## src/rtl/core/lsub_pkg.sv

```systemverilog
package lsub_pkg;

    localparam int unsigned LSUB_MEM_BYTES = 65536;
    localparam int unsigned LSUB_LANES     = 8;
    localparam int unsigned LSUB_LANE_W    = 3;
    localparam int unsigned LSUB_DATA_W    = 64;

    // opcodes
    localparam logic OP_LOAD  = 1'b0;
    localparam logic OP_STORE = 1'b1;

    // access size codes
    localparam logic [1:0] SZ_BYTE   = 2'd0;
    localparam logic [1:0] SZ_HALF   = 2'd1;
    localparam logic [1:0] SZ_WORD   = 2'd2;
    localparam logic [1:0] SZ_DOUBLE = 2'd3;

    typedef logic [7:0] lsub_byte_t;

    // what the load alignment needs about an access in flight
    typedef struct packed {
        logic                   is_store;
        logic [1:0]             size_log2;
        logic                   sign_extend;
        logic [LSUB_LANE_W-1:0] lane;
    } lsub_ld_info_t;

endpackage

```

## src/rtl/core/lsub_addr_gen.sv

```systemverilog
module lsub_addr_gen
    import lsub_pkg::*;
#(
    parameter int unsigned MEM_BYTES = LSUB_MEM_BYTES
) (
    input  logic                       acc,
    input  logic                       opcode,
    input  logic [1:0]                 size_log2,
    input  logic signed [63:0]         base_value,
    input  logic signed [11:0]         offset,
    input  logic signed [63:0]         store_value,
    output logic [$clog2(MEM_BYTES)-LSUB_LANE_W-1:0] row_addr [LSUB_LANES],
    output logic                       wen [LSUB_LANES],
    output lsub_byte_t                 wdata [LSUB_LANES],
    output logic [LSUB_LANE_W-1:0]     lane
);

    localparam int unsigned ADDR_W = $clog2(MEM_BYTES);
    localparam int unsigned ROW_W  = ADDR_W - LSUB_LANE_W;

    logic [63:0]                   off_ext;
    logic [ADDR_W-1:0]             addr;
    logic [ROW_W-1:0]              row;
    logic [LSUB_LANE_W:0]          nbytes;
    logic                          is_store;

    // address wraps modulo the memory size by truncation
    assign off_ext  = {{52{offset[11]}}, offset};
    assign addr     = base_value[ADDR_W-1:0] + off_ext[ADDR_W-1:0];
    assign row      = addr[ADDR_W-1:LSUB_LANE_W];
    assign lane     = addr[LSUB_LANE_W-1:0];
    assign nbytes   = (LSUB_LANE_W+1)'(1) << size_log2;
    assign is_store = (opcode == OP_STORE);

    always_comb
    begin
        logic [LSUB_LANE_W-1:0] k;
        for (int b = 0; b < LSUB_LANES; b++)
        begin
            // byte index of the access that lands in this bank
            k = LSUB_LANE_W'(b) - lane;
            // banks below the start lane take the next row
            row_addr[b] = row + ROW_W'(LSUB_LANE_W'(b) < lane);
            wen[b]      = acc && is_store && ({1'b0, k} < nbytes);
            wdata[b]    = store_value[8*k +: 8];
        end
    end

endmodule

```

## config.mk

```make
export PLATFORM = sky130hd
export DESIGN_NAME = lsub_addr_gen
export DESIGN_NICKNAME = d
export VERILOG_FILES = /design/src/rtl/core/lsub_pkg.sv /design/src/rtl/core/lsub_addr_gen.sv
export SDC_FILE = /design/constraint.sdc
export NUM_CORES = 1
export LEC_CHECK = 0
export BUFFER_PORTS_ARGS = -buffer_cell sky130_fd_sc_hd__buf_2
export CAP_MARGIN = 30
export CORE_AREA = 2 2 125 127
export DETAILED_ROUTE_END_ITERATION = 12
export DIE_AREA = 0 0 127 129
export PLACE_DENSITY = 0.67
export SLEW_MARGIN = 20
export SYNTH_ARGS = -nofsm -noshare
export SYNTH_HDL_FRONTEND = slang
export SYNTH_SLANG_ARGS = --single-unit
```

## constraint.sdc

```tcl
create_clock -name vclk -period 9.3
set_clock_uncertainty 0.05 [all_clocks]
set_input_delay 1.86 -clock vclk [all_inputs]
set_output_delay 1.86 -clock vclk [all_outputs]
set_load 0.02 [all_outputs]
```

# Word-level counts from Yosys, hierarchy flattened
# Index checks and enable logic that the tools add are counted.
# classes
n_reduce_logical,9
n_shift,9
add_sub_neg,17
order_cmp,16
# op_table
operator,n
64-bit by 7-bit indexed part select with 8-bit output,8
13-bit by 1-bit adder with 13-bit output,8
3-bit by 4-bit < comparator with 1-bit output,8
16-bit adder,1
3-bit < comparator (first input constant),4
3-bit subtractor (first input constant),4
1-bit logical AND,9
1-bit by 3-bit < comparator with 1-bit output (first input constant),2
2-bit by 3-bit < comparator with 1-bit output (first input constant),2
1-bit by 3-bit subtractor with 3-bit output (first input constant),2
2-bit by 3-bit subtractor with 3-bit output (first input constant),2
1-bit by 2-bit << shifter with 4-bit output (first input constant),1
# word_totals
input_bits,144
register_bits,0
out_inout_bits,179
elab_cells,51

# Depth between registers and ports, before layout
# logic_depth
depth_word,4
mapped_depth,16
ltp_nobuf,12

# Least setup slack after synthesis
# OpenSTA, ideal clock, no wires.
# synth_timing
path_type,input port to output port
startpoint,in offset[0]
endpoint,out wen[1] (netlist bit)
t_required_ps,7390
path_slack_ps,909
n_path_buf,6
stages,16
t_arrival_ps,6481
path_cell_list,ha_1 inv_1 fa_1 clkbuf_1 buf_1 clkbuf_1 inv_1 ha_1 clkbuf_1 clkbuf_1 buf_1 inv_1 ha_1 a21o_1 a21o_1 a21oi_1
# synth_lines
element,line,rtl
from (decl),lsub_addr_gen.sv:10,"input logic signed [11:0] offset,"
to (decl),lsub_addr_gen.sv:13,"output logic wen [LSUB_LANES],"

==> reports/results.txt <==
The flow ran to the end, and the final reports show no timing, DRC or antenna violations. The met2 usage came out at 0.374. For the overall fraction of global-route tracks in use, the log shows 0.193. The tightest hold path in the finished design has a slack of 4160 ps.

The total via count after detailed routing came out at 5,346. The highest net fanout along the worst path was 37; the final RePlAce weighted congestion was 0.964. Entering global routing, the biggest net connects 42 pins. The tools report the worst min-delay path endpoint as wen[0]. The number of rows created at floorplan came out at 45.

Most used routing layer: met2. The die covers 16,400 um2. Once the clock tree was built, the setup fixing pass inserted 0 buffers. The run gives 0 as the number of max-slew violations in the final report. The worst setup slack after placement is 1920 ps. For the part of the Yosys area used for sequential elements, the log shows 0. The total overflow left after global routing is 0.

The floorplan step defined a core boundary enclosing 15,000 um2. The global-route track usage on met1 is 0.218, and the global-route wire length before repair is 25,600 um. The tool flagged a number of max-cap violations equal to 0.

The hold buffer count at cts is 0. The cell count after synthesis came out at 543. In the routed design, unresolved DRC markers number 0. In this run the worst hold path is classified as primary input to primary output. Setup repair after global routing left no endpoint under its margin. The run gives 323 as the boundary pin count. 0 antenna diodes ended up in the layout.

IR analysis of the VDD net gives a maximum drop of 107 uV. The tools report the kind of launch point of the worst setup path as a primary input. Mean post-synth cell area: 9.12 um2. For the worst setup path, the data required time is 7390 ps. For the count of synthesis-stage warnings from yosys, the log shows 0.

Adding up every negative setup slack in the final design gives 0 ps. The worst path needs 7320 ps of the cycle, external delays included. The horizontal die dimension works out to 127 um.

Registers take 0 um2. After detailed routing, the number of vias per cell comes to 5.44. The period utilization was 0.787. Final cell utilization of the core: 0.440.

The wire length after detailed routing came out at 17,000 um. In this run the most critical hold path is launched from opcode. The count of buffers added on input and output ports is 275. Measured along the y axis, the die boundary spans 129 um. The worst path meets setup with 1980 ps of slack.

The synthesized netlist contains 55 unique library cells. The logs give 0.0374 for the met3 capacity usage during global routing and 0.331 for the effective utilization at floorplan. The run gives 0 as the antenna violation net count after detailed routing. The net count of the finished layout is 988.

The layout has 0 clock buffers. The share of cells above drive strength 1 is 0.529. The number of resized instances in the post-cts repair step is 0.

When the netlist entered floorplanning its net count stood at 735. After detailed placement, the design holds a cell count of 982. The number of search-and-repair iterations in the first detailed-routing pass is 4, and the number of global-route vias before repair is 4,915. Based on the critical path, the design can be clocked at up to 137 MHz. After synthesis the cells add up to 4950 um2. The cell area power density is 183 nW/um2, and the count of endpoints failing hold in the final timing report is 0. The layout sequential cell count was 0. Detailed placement ended at an HPWL of 14,400 um.

The static leakage was 3.09 nW; the final cell count without fillers was 982. Setup violations remaining at the end of the flow were counted as 0. The worst setup path is captured at a primary output.

The worst setup path is of the primary input to primary output kind. The run gives 0 as the initial antenna violation count. Arrival time at the worst endpoint: 5410 ps.

The headroom to the max-slew limit came out at 0.424. Worst hold path depth: 4. The average routed wire per standard cell was 17.3 um; the signed area change from the synthesized netlist to the final layout was 33.0%.

For the pin with the worst max-slew slack, the measured transition is 861 ps. The tools report the count of routing violations after the opening detailed-route iteration as 102.
## stage by stage
| step | cell area (um2) | power [W] |
|---|---|---|
| 2_1_floorplan | 4950 | 0.000839 |
| 3_3_place_gp | 6550 | 0.00120 |
| 3_5_place_dp | 6590 | 0.00121 |
| 4_1_cts | 6590 | 0.00122 |
| 5_1_grt | 6590 | 0.00129 |
| 6_report | 6590 | 0.00120 |
## synthesized netlist by cell type, types with 5 or more instances
cell type | instances | area share
sky130_fd_sc_hd__mux2_2 | 48 | 0.11
sky130_fd_sc_hd__ha_1 | 47 | 0.12
sky130_fd_sc_hd__xnor2_1 | 56 | 0.099
sky130_fd_sc_hd__o21ai_0 | 8 | 0.0081
sky130_fd_sc_hd__inv_1 | 14 | 0.011
sky130_fd_sc_hd__o211a_1 | 5 | 0.010
sky130_fd_sc_hd__nor2_1 | 43 | 0.033
sky130_fd_sc_hd__buf_2 | 8 | 0.0081
sky130_fd_sc_hd__buf_1 | 5 | 0.0038
sky130_fd_sc_hd__mux4_2 | 64 | 0.29
sky130_fd_sc_hd__nand2_1 | 77 | 0.058
sky130_fd_sc_hd__a21o_1 | 15 | 0.023
sky130_fd_sc_hd__nor4_1 | 6 | 0.0076
sky130_fd_sc_hd__and3_1 | 5 | 0.0063
sky130_fd_sc_hd__xor2_1 | 32 | 0.057
sky130_fd_sc_hd__a21oi_1 | 16 | 0.016
sky130_fd_sc_hd__clkbuf_1 | 21 | 0.016
sky130_fd_sc_hd__nor3_1 | 11 | 0.011
## how the worst max path moves through the flow
stage	from	to	slack [ps]	depth (start not counted)
finish	offset[0]	wdata[46]	1980	11
global route	offset[0]	wdata[46]	1770	11
CTS	offset[0]	wdata[46]	1930	11
detailed placement	offset[0]	wdata[47]	1920	11
global placement	offset[0]	wdata[46]	1940	11
floorplan	offset[0]	wen[1]	910	16
## placed cells by master, fill, tap and decap left out, drive strengths merged, types with 3 or more instances in the layout
cell,instances
ha,47
nor4,10
o211ai,3
mux2,48
o21bai,4
and2,5
nand2,77
xnor2,57
and3,5
buf,286
o21ai,9
inv,15
nor3,11
o21a,4
mux4,64
nor2,44
xor2,33
a21o,15
o211a,5
nand3,5
nand2b,4
a21oi,16
## routing by layer
layer	wire length, um	part of all wire
met1	6360	0.37
met5	0	0
met3	1430	0.084
met4	437	0.026
met2	8770	0.52
## power breakdown
group	internal (W)	switching [W]	total, W
registers	0	0	0
logic	0.000467	0.000737	0.00120
clock network	0	0	0
## critical path, stage by stage
cell and delay (ps):
sky130_fd_sc_hd__buf_2 120, sky130_fd_sc_hd__ha_4 150, sky130_fd_sc_hd__inv_1 50, sky130_fd_sc_hd__fa_2 510
sky130_fd_sc_hd__buf_4 450, sky130_fd_sc_hd__inv_1 240, sky130_fd_sc_hd__ha_1 540, sky130_fd_sc_hd__buf_4 430
sky130_fd_sc_hd__mux4_2 570, sky130_fd_sc_hd__mux2_2 270, sky130_fd_sc_hd__buf_2 160
## kinds of logic (layout without fill, tap and decap cells)
| logic type | after synthesis | after routing | share of synthesized area |
|---|---|---|---|
| muxes | 112 | 112 | 0.400 |
| AOI/OAI and AO/OA | 73 | 73 | 0.110 |
| adders and majority gates | 48 | 48 | 0.123 |
| xor gates and xnor gates | 90 | 90 | 0.164 |
| and+or+nand+nor | 168 | 168 | 0.160 |
| buffers and inverters | 52 | 303 | 0.0429 |
## layout make-up
cell class	instances	area, um2
Fill cell	1480	8390
Multi-Input combinational cell	491	4810
Timing Repair Buffer	286	1480
Tap cell	188	235
Inverter	17	63.8
No activity file was read; power rests on OpenSTA's default activity.
