### config.mk
export PLATFORM = sky130hd
export DESIGN_NAME = lsub_load_align
export DESIGN_NICKNAME = d
export VERILOG_FILES = /design/src/rtl/core/lsub_pkg.sv /design/src/rtl/core/lsub_load_align.sv
export SDC_FILE = /design/constraint.sdc
export NUM_CORES = 1
export LEC_CHECK = 0
export ABC_AREA = 1
export BUFFER_PORTS_ARGS = -buffer_cell sky130_fd_sc_hd__buf_2
export CAP_MARGIN = 20
export CORE_MARGIN = 2
export CORE_UTILIZATION = 31
export DETAILED_ROUTE_END_ITERATION = 8
export GPL_TIMING_DRIVEN = 0
export PLACE_DENSITY = 0.59
export REMOVE_ABC_BUFFERS = 1
export SLEW_MARGIN = 0
export SYNTH_ARGS = -nofsm -noshare
export SYNTH_HDL_FRONTEND = slang
export SYNTH_SLANG_ARGS = --single-unit
### constraint.sdc
create_clock -name vclk -period 3.5
set_input_delay 0.525 -clock vclk [all_inputs]
set_output_delay 0.525 -clock vclk [all_outputs]
set_load 0.01 [all_outputs]
### src/rtl/core/lsub_pkg.sv
package lsub_pkg;

    localparam int unsigned LSUB_MEM_BYTES = 65536;
    localparam int unsigned LSUB_LANES     = 8;
    localparam int unsigned LSUB_LANE_W    = 3;
    localparam int unsigned LSUB_DATA_W    = 64;

    // opcodes
    localparam logic OP_LOAD  = 1'b0;
    localparam logic OP_STORE = 1'b1;

    // access size codes
    localparam logic [1:0] SZ_BYTE   = 2'd0;
    localparam logic [1:0] SZ_HALF   = 2'd1;
    localparam logic [1:0] SZ_WORD   = 2'd2;
    localparam logic [1:0] SZ_DOUBLE = 2'd3;

    typedef logic [7:0] lsub_byte_t;

    // what the load alignment needs about an access in flight
    typedef struct packed {
        logic                   is_store;
        logic [1:0]             size_log2;
        logic                   sign_extend;
        logic [LSUB_LANE_W-1:0] lane;
    } lsub_ld_info_t;

endpackage

### src/rtl/core/lsub_load_align.sv
module lsub_load_align
    import lsub_pkg::*;
(
    input  lsub_ld_info_t info,
    input  lsub_byte_t    rdata [LSUB_LANES],
    output logic [63:0]   value
);

    logic [63:0] raw;
    logic        sx;

    // rotate bank bytes so that the first byte of the access is byte 0
    always_comb
    begin
        for (int k = 0; k < LSUB_LANES; k++)
        begin
            raw[8*k +: 8] = rdata[info.lane + LSUB_LANE_W'(k)];
        end
    end

    assign sx = info.sign_extend;

    always_comb
    begin
        if (info.is_store)
        begin
            value = '0;
        end
        else
        begin
            unique case (info.size_log2)
                SZ_BYTE:   value = {{56{sx & raw[7]}}, raw[7:0]};
                SZ_HALF:   value = {{48{sx & raw[15]}}, raw[15:0]};
                SZ_WORD:   value = {{32{sx & raw[31]}}, raw[31:0]};
                SZ_DOUBLE: value = raw;
                default:   value = raw;
            endcase
        end
    end

endmodule

# == Word-level counts from Yosys, hierarchy flattened ==
# Index checks and enable logic that the tools add are counted.
# op_classes
addsub,7
magnitude_cmp,8
n_eq_ne,3
mux,26
bitwise,11
reduce_logical,1
# ops
op,n
$pmux 64 s4,1
$bmux 8 s3,8
$mux 8,16
$mux 64,1
$ge 4x4->1 const B,8
$not 3->4,8
$add 3x3->3 const B,4
$add 3x2->3 const B,2
$eq 2x2->1 const B,2
$add 3x1->3 const B,1
$and 1x1->1,3
$eq 2x1->1 const B,1
$logic_not 2->1,1
# word_totals
regBits,0
input_bits,71
out_inout_bits,64

# == Logic depth before layout (Yosys ltp) ==
# Gate-level depths: netlist of run 1.
# depth
ltp_word,8
ltp_mapped,14
mapped_depth_nobuf,11

# == Least setup slack after synthesis of run 1 ==
# Ideal clock, no wire load.
# synth_timing
kind,input -> output
start,input port info[1] in the netlist's numbering
end,output port value[42]
arrival_ns,2.317
path_slack_ns,0.658
stages,12
path_cell_list,buf_2 inv_2 clkbuf_1 ha_1 xnor2_1 nand3_1 nand2_1 nand2_2 buf_6 nand2_1 nor2_1 nor2_1
# synth_between
elab_chain_len,8
# synth_lines
element,line,text
"start, declared",lsub_load_align.sv:4,"input lsub_ld_info_t info,"
$add 3x2->3 or $add 3x1->3 (tied branches),lsub_load_align.sv:17,raw[8*k +: 8] = rdata[info.lane + LSUB_LANE_W'(k)];
$not 3->4 (not written as such),lsub_load_align.sv:17,
$bmux 8 s3,lsub_load_align.sv:17,
$mux 8 (not written as such) (2 in a row),lsub_load_align.sv:17,
$and 1x1->1 (on tied branches),"lsub_load_align.sv:34, lsub_load_align.sv:33",
$pmux 64 s4 (*),lsub_load_align.sv:31,unique case (info.size_log2)
$mux 64 (*),lsub_load_align.sv:25,if (info.is_store)
"end, declared",lsub_load_align.sv:6,output logic [63:0] value
# Mark *: on every way between the ends. The rest lies on a longest branch, timed or not. The select of a mux whose other input is x is not followed.

# == Worst setup path in the final report of run 1 ==
# layout_timing
start,input port info[1] in the netlist's numbering
end,output port value[50]
# The elaborated chain is that of the path after synthesis.

==> impl_metrics.tcl, run 1 <==
set metrics [dict create \
    ys_top_cells_by_area "nand2_1 (38%), nand3_1 (34%), nor2_1 (8.4%)" \
    wirelength_mm 13.4 \
    post-route-cell-area_mm2 0.00404 \
    required_ns 2.97 \
    dr.pass1.iters 5 \
    fill_cells 1251 \
    layout_commonest_cell "nand2_1" \
    final.setup.tns_ns 0 \
    power.leakage_nw 2.51 \
    dpl.hpwl_mm 8.99 \
    drv_cap 0 \
    grt_pass1_vias 4315 \
    area_delta_synth_final_pct 23.3 \
    tightest_slew_ns 0.761 \
    die_area_mm2 0.0114 \
    track_usage_pct 22.4 \
    power_frac_comb_pct 100.0 \
    start_util_pct 31.9 \
    worstSetupEndpointType "output pin" \
    viasPerCell 5.28 \
    grt_max_degree 67 \
    slowest_stage "ha_4" \
    nNetsFinal 904 \
    hold_path.class "in -> out" \
    fin_util_pct 39.3 \
    fin_crit_sh_pct 95.5 \
    cp_slowest_stage_delay_ns 0.31 \
    crit_path_cell_trace "buf_8 -> inv_6 -> ha_4 -> buf_16 -> inv_6 -> nand3_1 -> nand3_2 -> nand2_1 -> nand2_8 -> nand2_1 -> nor2_1 -> nor2_1 -> buf_2" \
    switching_power_uw 490 \
    synth_top_cell_area_share_pct 37.7 \
    ios 135 \
    syn_area_mm2 0.00328 \
    antenna_found_initial 0 \
    yosysWarnings 0 \
    yosys.area.top_type "nand2_1" \
    grt_setup_unrepaired "no" \
    port_buffers 135 \
    p_int_uw 272 \
    grt.overflow.total 0 \
    grt_pass1_wl_mm 21.1 \
    start_kind "input pin" \
    relSlewSlack_pct 49.1 \
    report.final.slew_viol_count 0 \
    p_total_uw 762 \
    core_area_mm2 0.0103 \
    dr_total_vias 5100 \
    initialDrtViolationCount 501 \
    p_sw_share_pct 64.3 \
    ctsHoldBuffers 0 \
    cp.arrival_ns 2.82 \
    drive_gt1_share_pct 20.4 \
    hold_viol 0 \
    rows 37 \
    die_w_um 107 \
    regArea_um2 0 \
    period_needed_ns 3.34 \
    clockBufferCount 0 \
    status "finished, final reports clean" \
    ys_types 20 \
    layout_common_cells "nand2_1 (329), nand3_1 (220), buf_2 (132)" \
    ir_worst_vdd_mv 0.0703 \
    post_dp_cell_area_mm2 0.00389 \
    power.share.sequential_pct 0 \
    clkPwrFrac_pct 0 \
    gp_congestion 0.842 \
    setup_viol 0 \
    cp_max_fo 35 \
    critical_path_class "in -> out" \
    drc_errors 0 \
    seq_cells 0 \
    drt-wirelength-per-cell_um 13.9 \
    fmax_mhz 299 \
    synthCells 741 \
    num_antenna_cells 0 \
    ys_seq_area_share_pct 0 \
    antenna_left 0 \
    syn_area_per_cell_um2 4.42 \
    power.density_mw_per_mm2 189 \
    die_y_um 107 \
]
cells in the mapped netlist, drive strengths merged:
cell    number
a21oi        9
a31oi        7
buf         40
clkbuf      14
ha           2
inv         28
nand2      343
nand3      221
nor2        74
nor3b        1
xnor2        1
xor2         1
layer usage:
metal | track usage (%) | wire (µm) | vias to the layer above | share of wire (%)
li1 | - | - | 2582 | -
met1 | 31.7 | 6180 | 2276 | 46
met2 | 38.9 | 6230 | 231 | 46
met3 | 0.669 | 855 | 11 | 6.4
met4 | 2.97 | 151 | 0 | 1.1
met5 | 0 | 0 | - | 0
final cells by class:
type                       instances  area [µm²]  area share (%)
timing repair buffer             142         796            19.7
multi-input combinational        659        2940            72.8
tap                              136         170            4.21
inverter                          28         131            3.25
logic make-up (layout without fill, tap and decap cells):
kind of cell	Yosys count	in the layout	synth area share [%]
buffers and inverters	82	170	12.2
AOI/OAI and AO/OA	16	16	2.71
xor gates and xnor gates	2	2	1.11
and+or+nand+nor	639	639	83.2
adders and majority gates	2	2	0.764
metrics by stage:
step / setup slack (ns) / hold WS [ns] / std cells
after floorplan: -0.172 / 1.09 / 687
after global placement: -2.76 / 1.52 / 958
after detailed placement: -2.25 / 1.53 / 960
after CTS: 0.0100 / 1.53 / 960
after global routing: 0.0222 / 1.55 / 965
final: 0.158 / 1.54 / 965
worst paths after layout:
kind | endpoint | from | slack [ns] | cells after the start
max | value[50] | info[1] | 0.16 | 13
min | value[1] | info[6] | 1.54 | 3
timing repair:
item / 4_1_cts / 5_1_grt
gates resized for setup: 19 / 9
buffers inserted: 0 / 5
pin swaps: 0 / 2
endpoints found under the setup margin: 56 / 48
power by group through the flow:
stage	Sequential, mW	Combinational [mW]	Clock [mW]
2_1_floorplan	0	0.459	0
3_3_place_gp	0	0.711	0
3_5_place_dp	0	0.726	0
4_1_cts	0	0.743	0
5_1_grt	0	0.856	0
6_report	0	0.762	0
critical path: cells and delay by family:
family / cells / cell delay [ns]
buffers and inverters: 5 / 0.98
and+or+nand+nor: 7 / 0.96
adders and majority gates: 1 / 0.31
Power figures use the tool's default switching activity.
==> run 2: changes to the inputs <==
--- a/config.mk
+++ b/config.mk
@@ -9,10 +9,10 @@
 export BUFFER_PORTS_ARGS = -buffer_cell sky130_fd_sc_hd__buf_2
 export CAP_MARGIN = 20
 export CORE_MARGIN = 2
-export CORE_UTILIZATION = 31
+export CORE_UTILIZATION = 35
 export DETAILED_ROUTE_END_ITERATION = 8
 export GPL_TIMING_DRIVEN = 0
-export PLACE_DENSITY = 0.59
+export PLACE_DENSITY = 0.64
 export REMOVE_ABC_BUFFERS = 1
 export SLEW_MARGIN = 0
 export SYNTH_ARGS = -nofsm -noshare
==> impl_metrics.tcl, run 2 (synthesized netlist as in run 1, its figures left out) <==
set metrics [dict create \
    status "finished, final reports clean" \
    power.leakage_nw 2.51 \
    hold_path.class "in -> out" \
    fmax_mhz 307 \
    initialDrtViolationCount 390 \
    grt_pass1_wl_mm 20.9 \
    die_y_um 101 \
    layout_commonest_cell "nand2_1" \
    start_util_pct 35.8 \
    setup_viol 0 \
    placed_cells 934 \
    wirelength_mm 12.9 \
    antenna_found_initial 0 \
    port_buffers 135 \
    fin_crit_sh_pct 93.1 \
    viasPerCell 5.38 \
    num_antenna_cells 0 \
    rows 35 \
    drt-wirelength-per-cell_um 13.7 \
    ios 135 \
    p_total_uw 753 \
    required_ns 2.97 \
    drive_gt1_share_pct 20.7 \
    ctsHoldBuffers 0 \
    hold_slack_ns 1.48 \
    drv_cap 0 \
    antenna_left 0 \
    worstSetupEndpointType "output pin" \
    dpl.hpwl_mm 8.66 \
    gp_congestion 0.867 \
    post-route-cell-area_mm2 0.00399 \
    grt_max_degree 67 \
    start_kind "input pin" \
    grt.overflow.total 0 \
    fin_util_pct 43.6 \
    relSlewSlack_pct 51.2 \
    ir_worst_vdd_mv 0.0921 \
    dr_total_vias 5074 \
    grt_pass1_vias 4570 \
    period_needed_ns 3.26 \
    seq_cells 0 \
    pre_cts_ws_ns -2.63 \
    dr.pass1.iters 5 \
    critical_path_class "in -> out" \
    die_area_mm2 0.0101 \
    power.density_mw_per_mm2 189 \
    nNetsFinal 907 \
    core_area_mm2 0.00915 \
    regArea_um2 0 \
    worst_slack_ns 0.242 \
    final.setup.tns_ns 0 \
    tightest_slew_ns 0.730 \
    report.final.slew_viol_count 0 \
    post_dp_cell_area_mm2 0.00383 \
    grt_setup_unrepaired "no" \
    die_w_um 101 \
    layout_common_cells "nand2_1 (329), nand3_1 (220), buf_2 (132)" \
    track_usage_pct 24.8 \
    drc_errors 0 \
    hold_viol 0 \
    clockBufferCount 0 \
    cp_max_fo 32 \
    area_delta_synth_final_pct 21.7 \
    cp.arrival_ns 2.73 \
    final_cells 943 \
]
==> run 2: worst max-delay path, cell delays in order <==
cell	delay, ns
buf_4	0.30
inv_2	0.24
nand2_1	0.16
nand2_4	0.19
inv_4	0.26
nand3_1	0.14
nand2_1	0.08
nand2_1	0.08
nand2_4	0.32
nor2_1	0.10
nor2_1	0.14
buf_2	0.17
==> run 2: routing by layer <==
metal	vias up	wire length, µm	GRT usage [%]
met3	21	949	1.04
li1	2585	-	-
met5	-	0	0
met4	0	278	7.59
met2	222	6050	42.6
met1	2246	5660	33.4
==> run 2: path summary, 6_finish.rpt <==
| check | start | endpoint | depth (start not counted) |
|---|---|---|---|
| worst max-delay path | info[2] | value[53] | 12 |
| worst min-delay path | info[6] | value[2] | 3 |
==> run 2: where the power goes <==
part           switching (mW)  internal [mW]
sequential                  0              0
combinational           0.483          0.270
clock                       0              0
total                   0.483          0.270
==> run 2: repair_timing <==
| action | 4_1_cts | 5_1_grt |
|---|---|---|
| pin swaps | 1 | 1 |
| setup buffers | 3 | 6 |
| resized for setup | 16 | 5 |
| endpoints found under the setup margin | 56 | 53 |
==> run 2: final cells by class <==
class | instances | area, µm²
well taps | 111 | 139
repair buffers | 145 | 798
inverters | 28 | 123
multi-input cells | 659 | 2930
fillers | 1093 | 5170
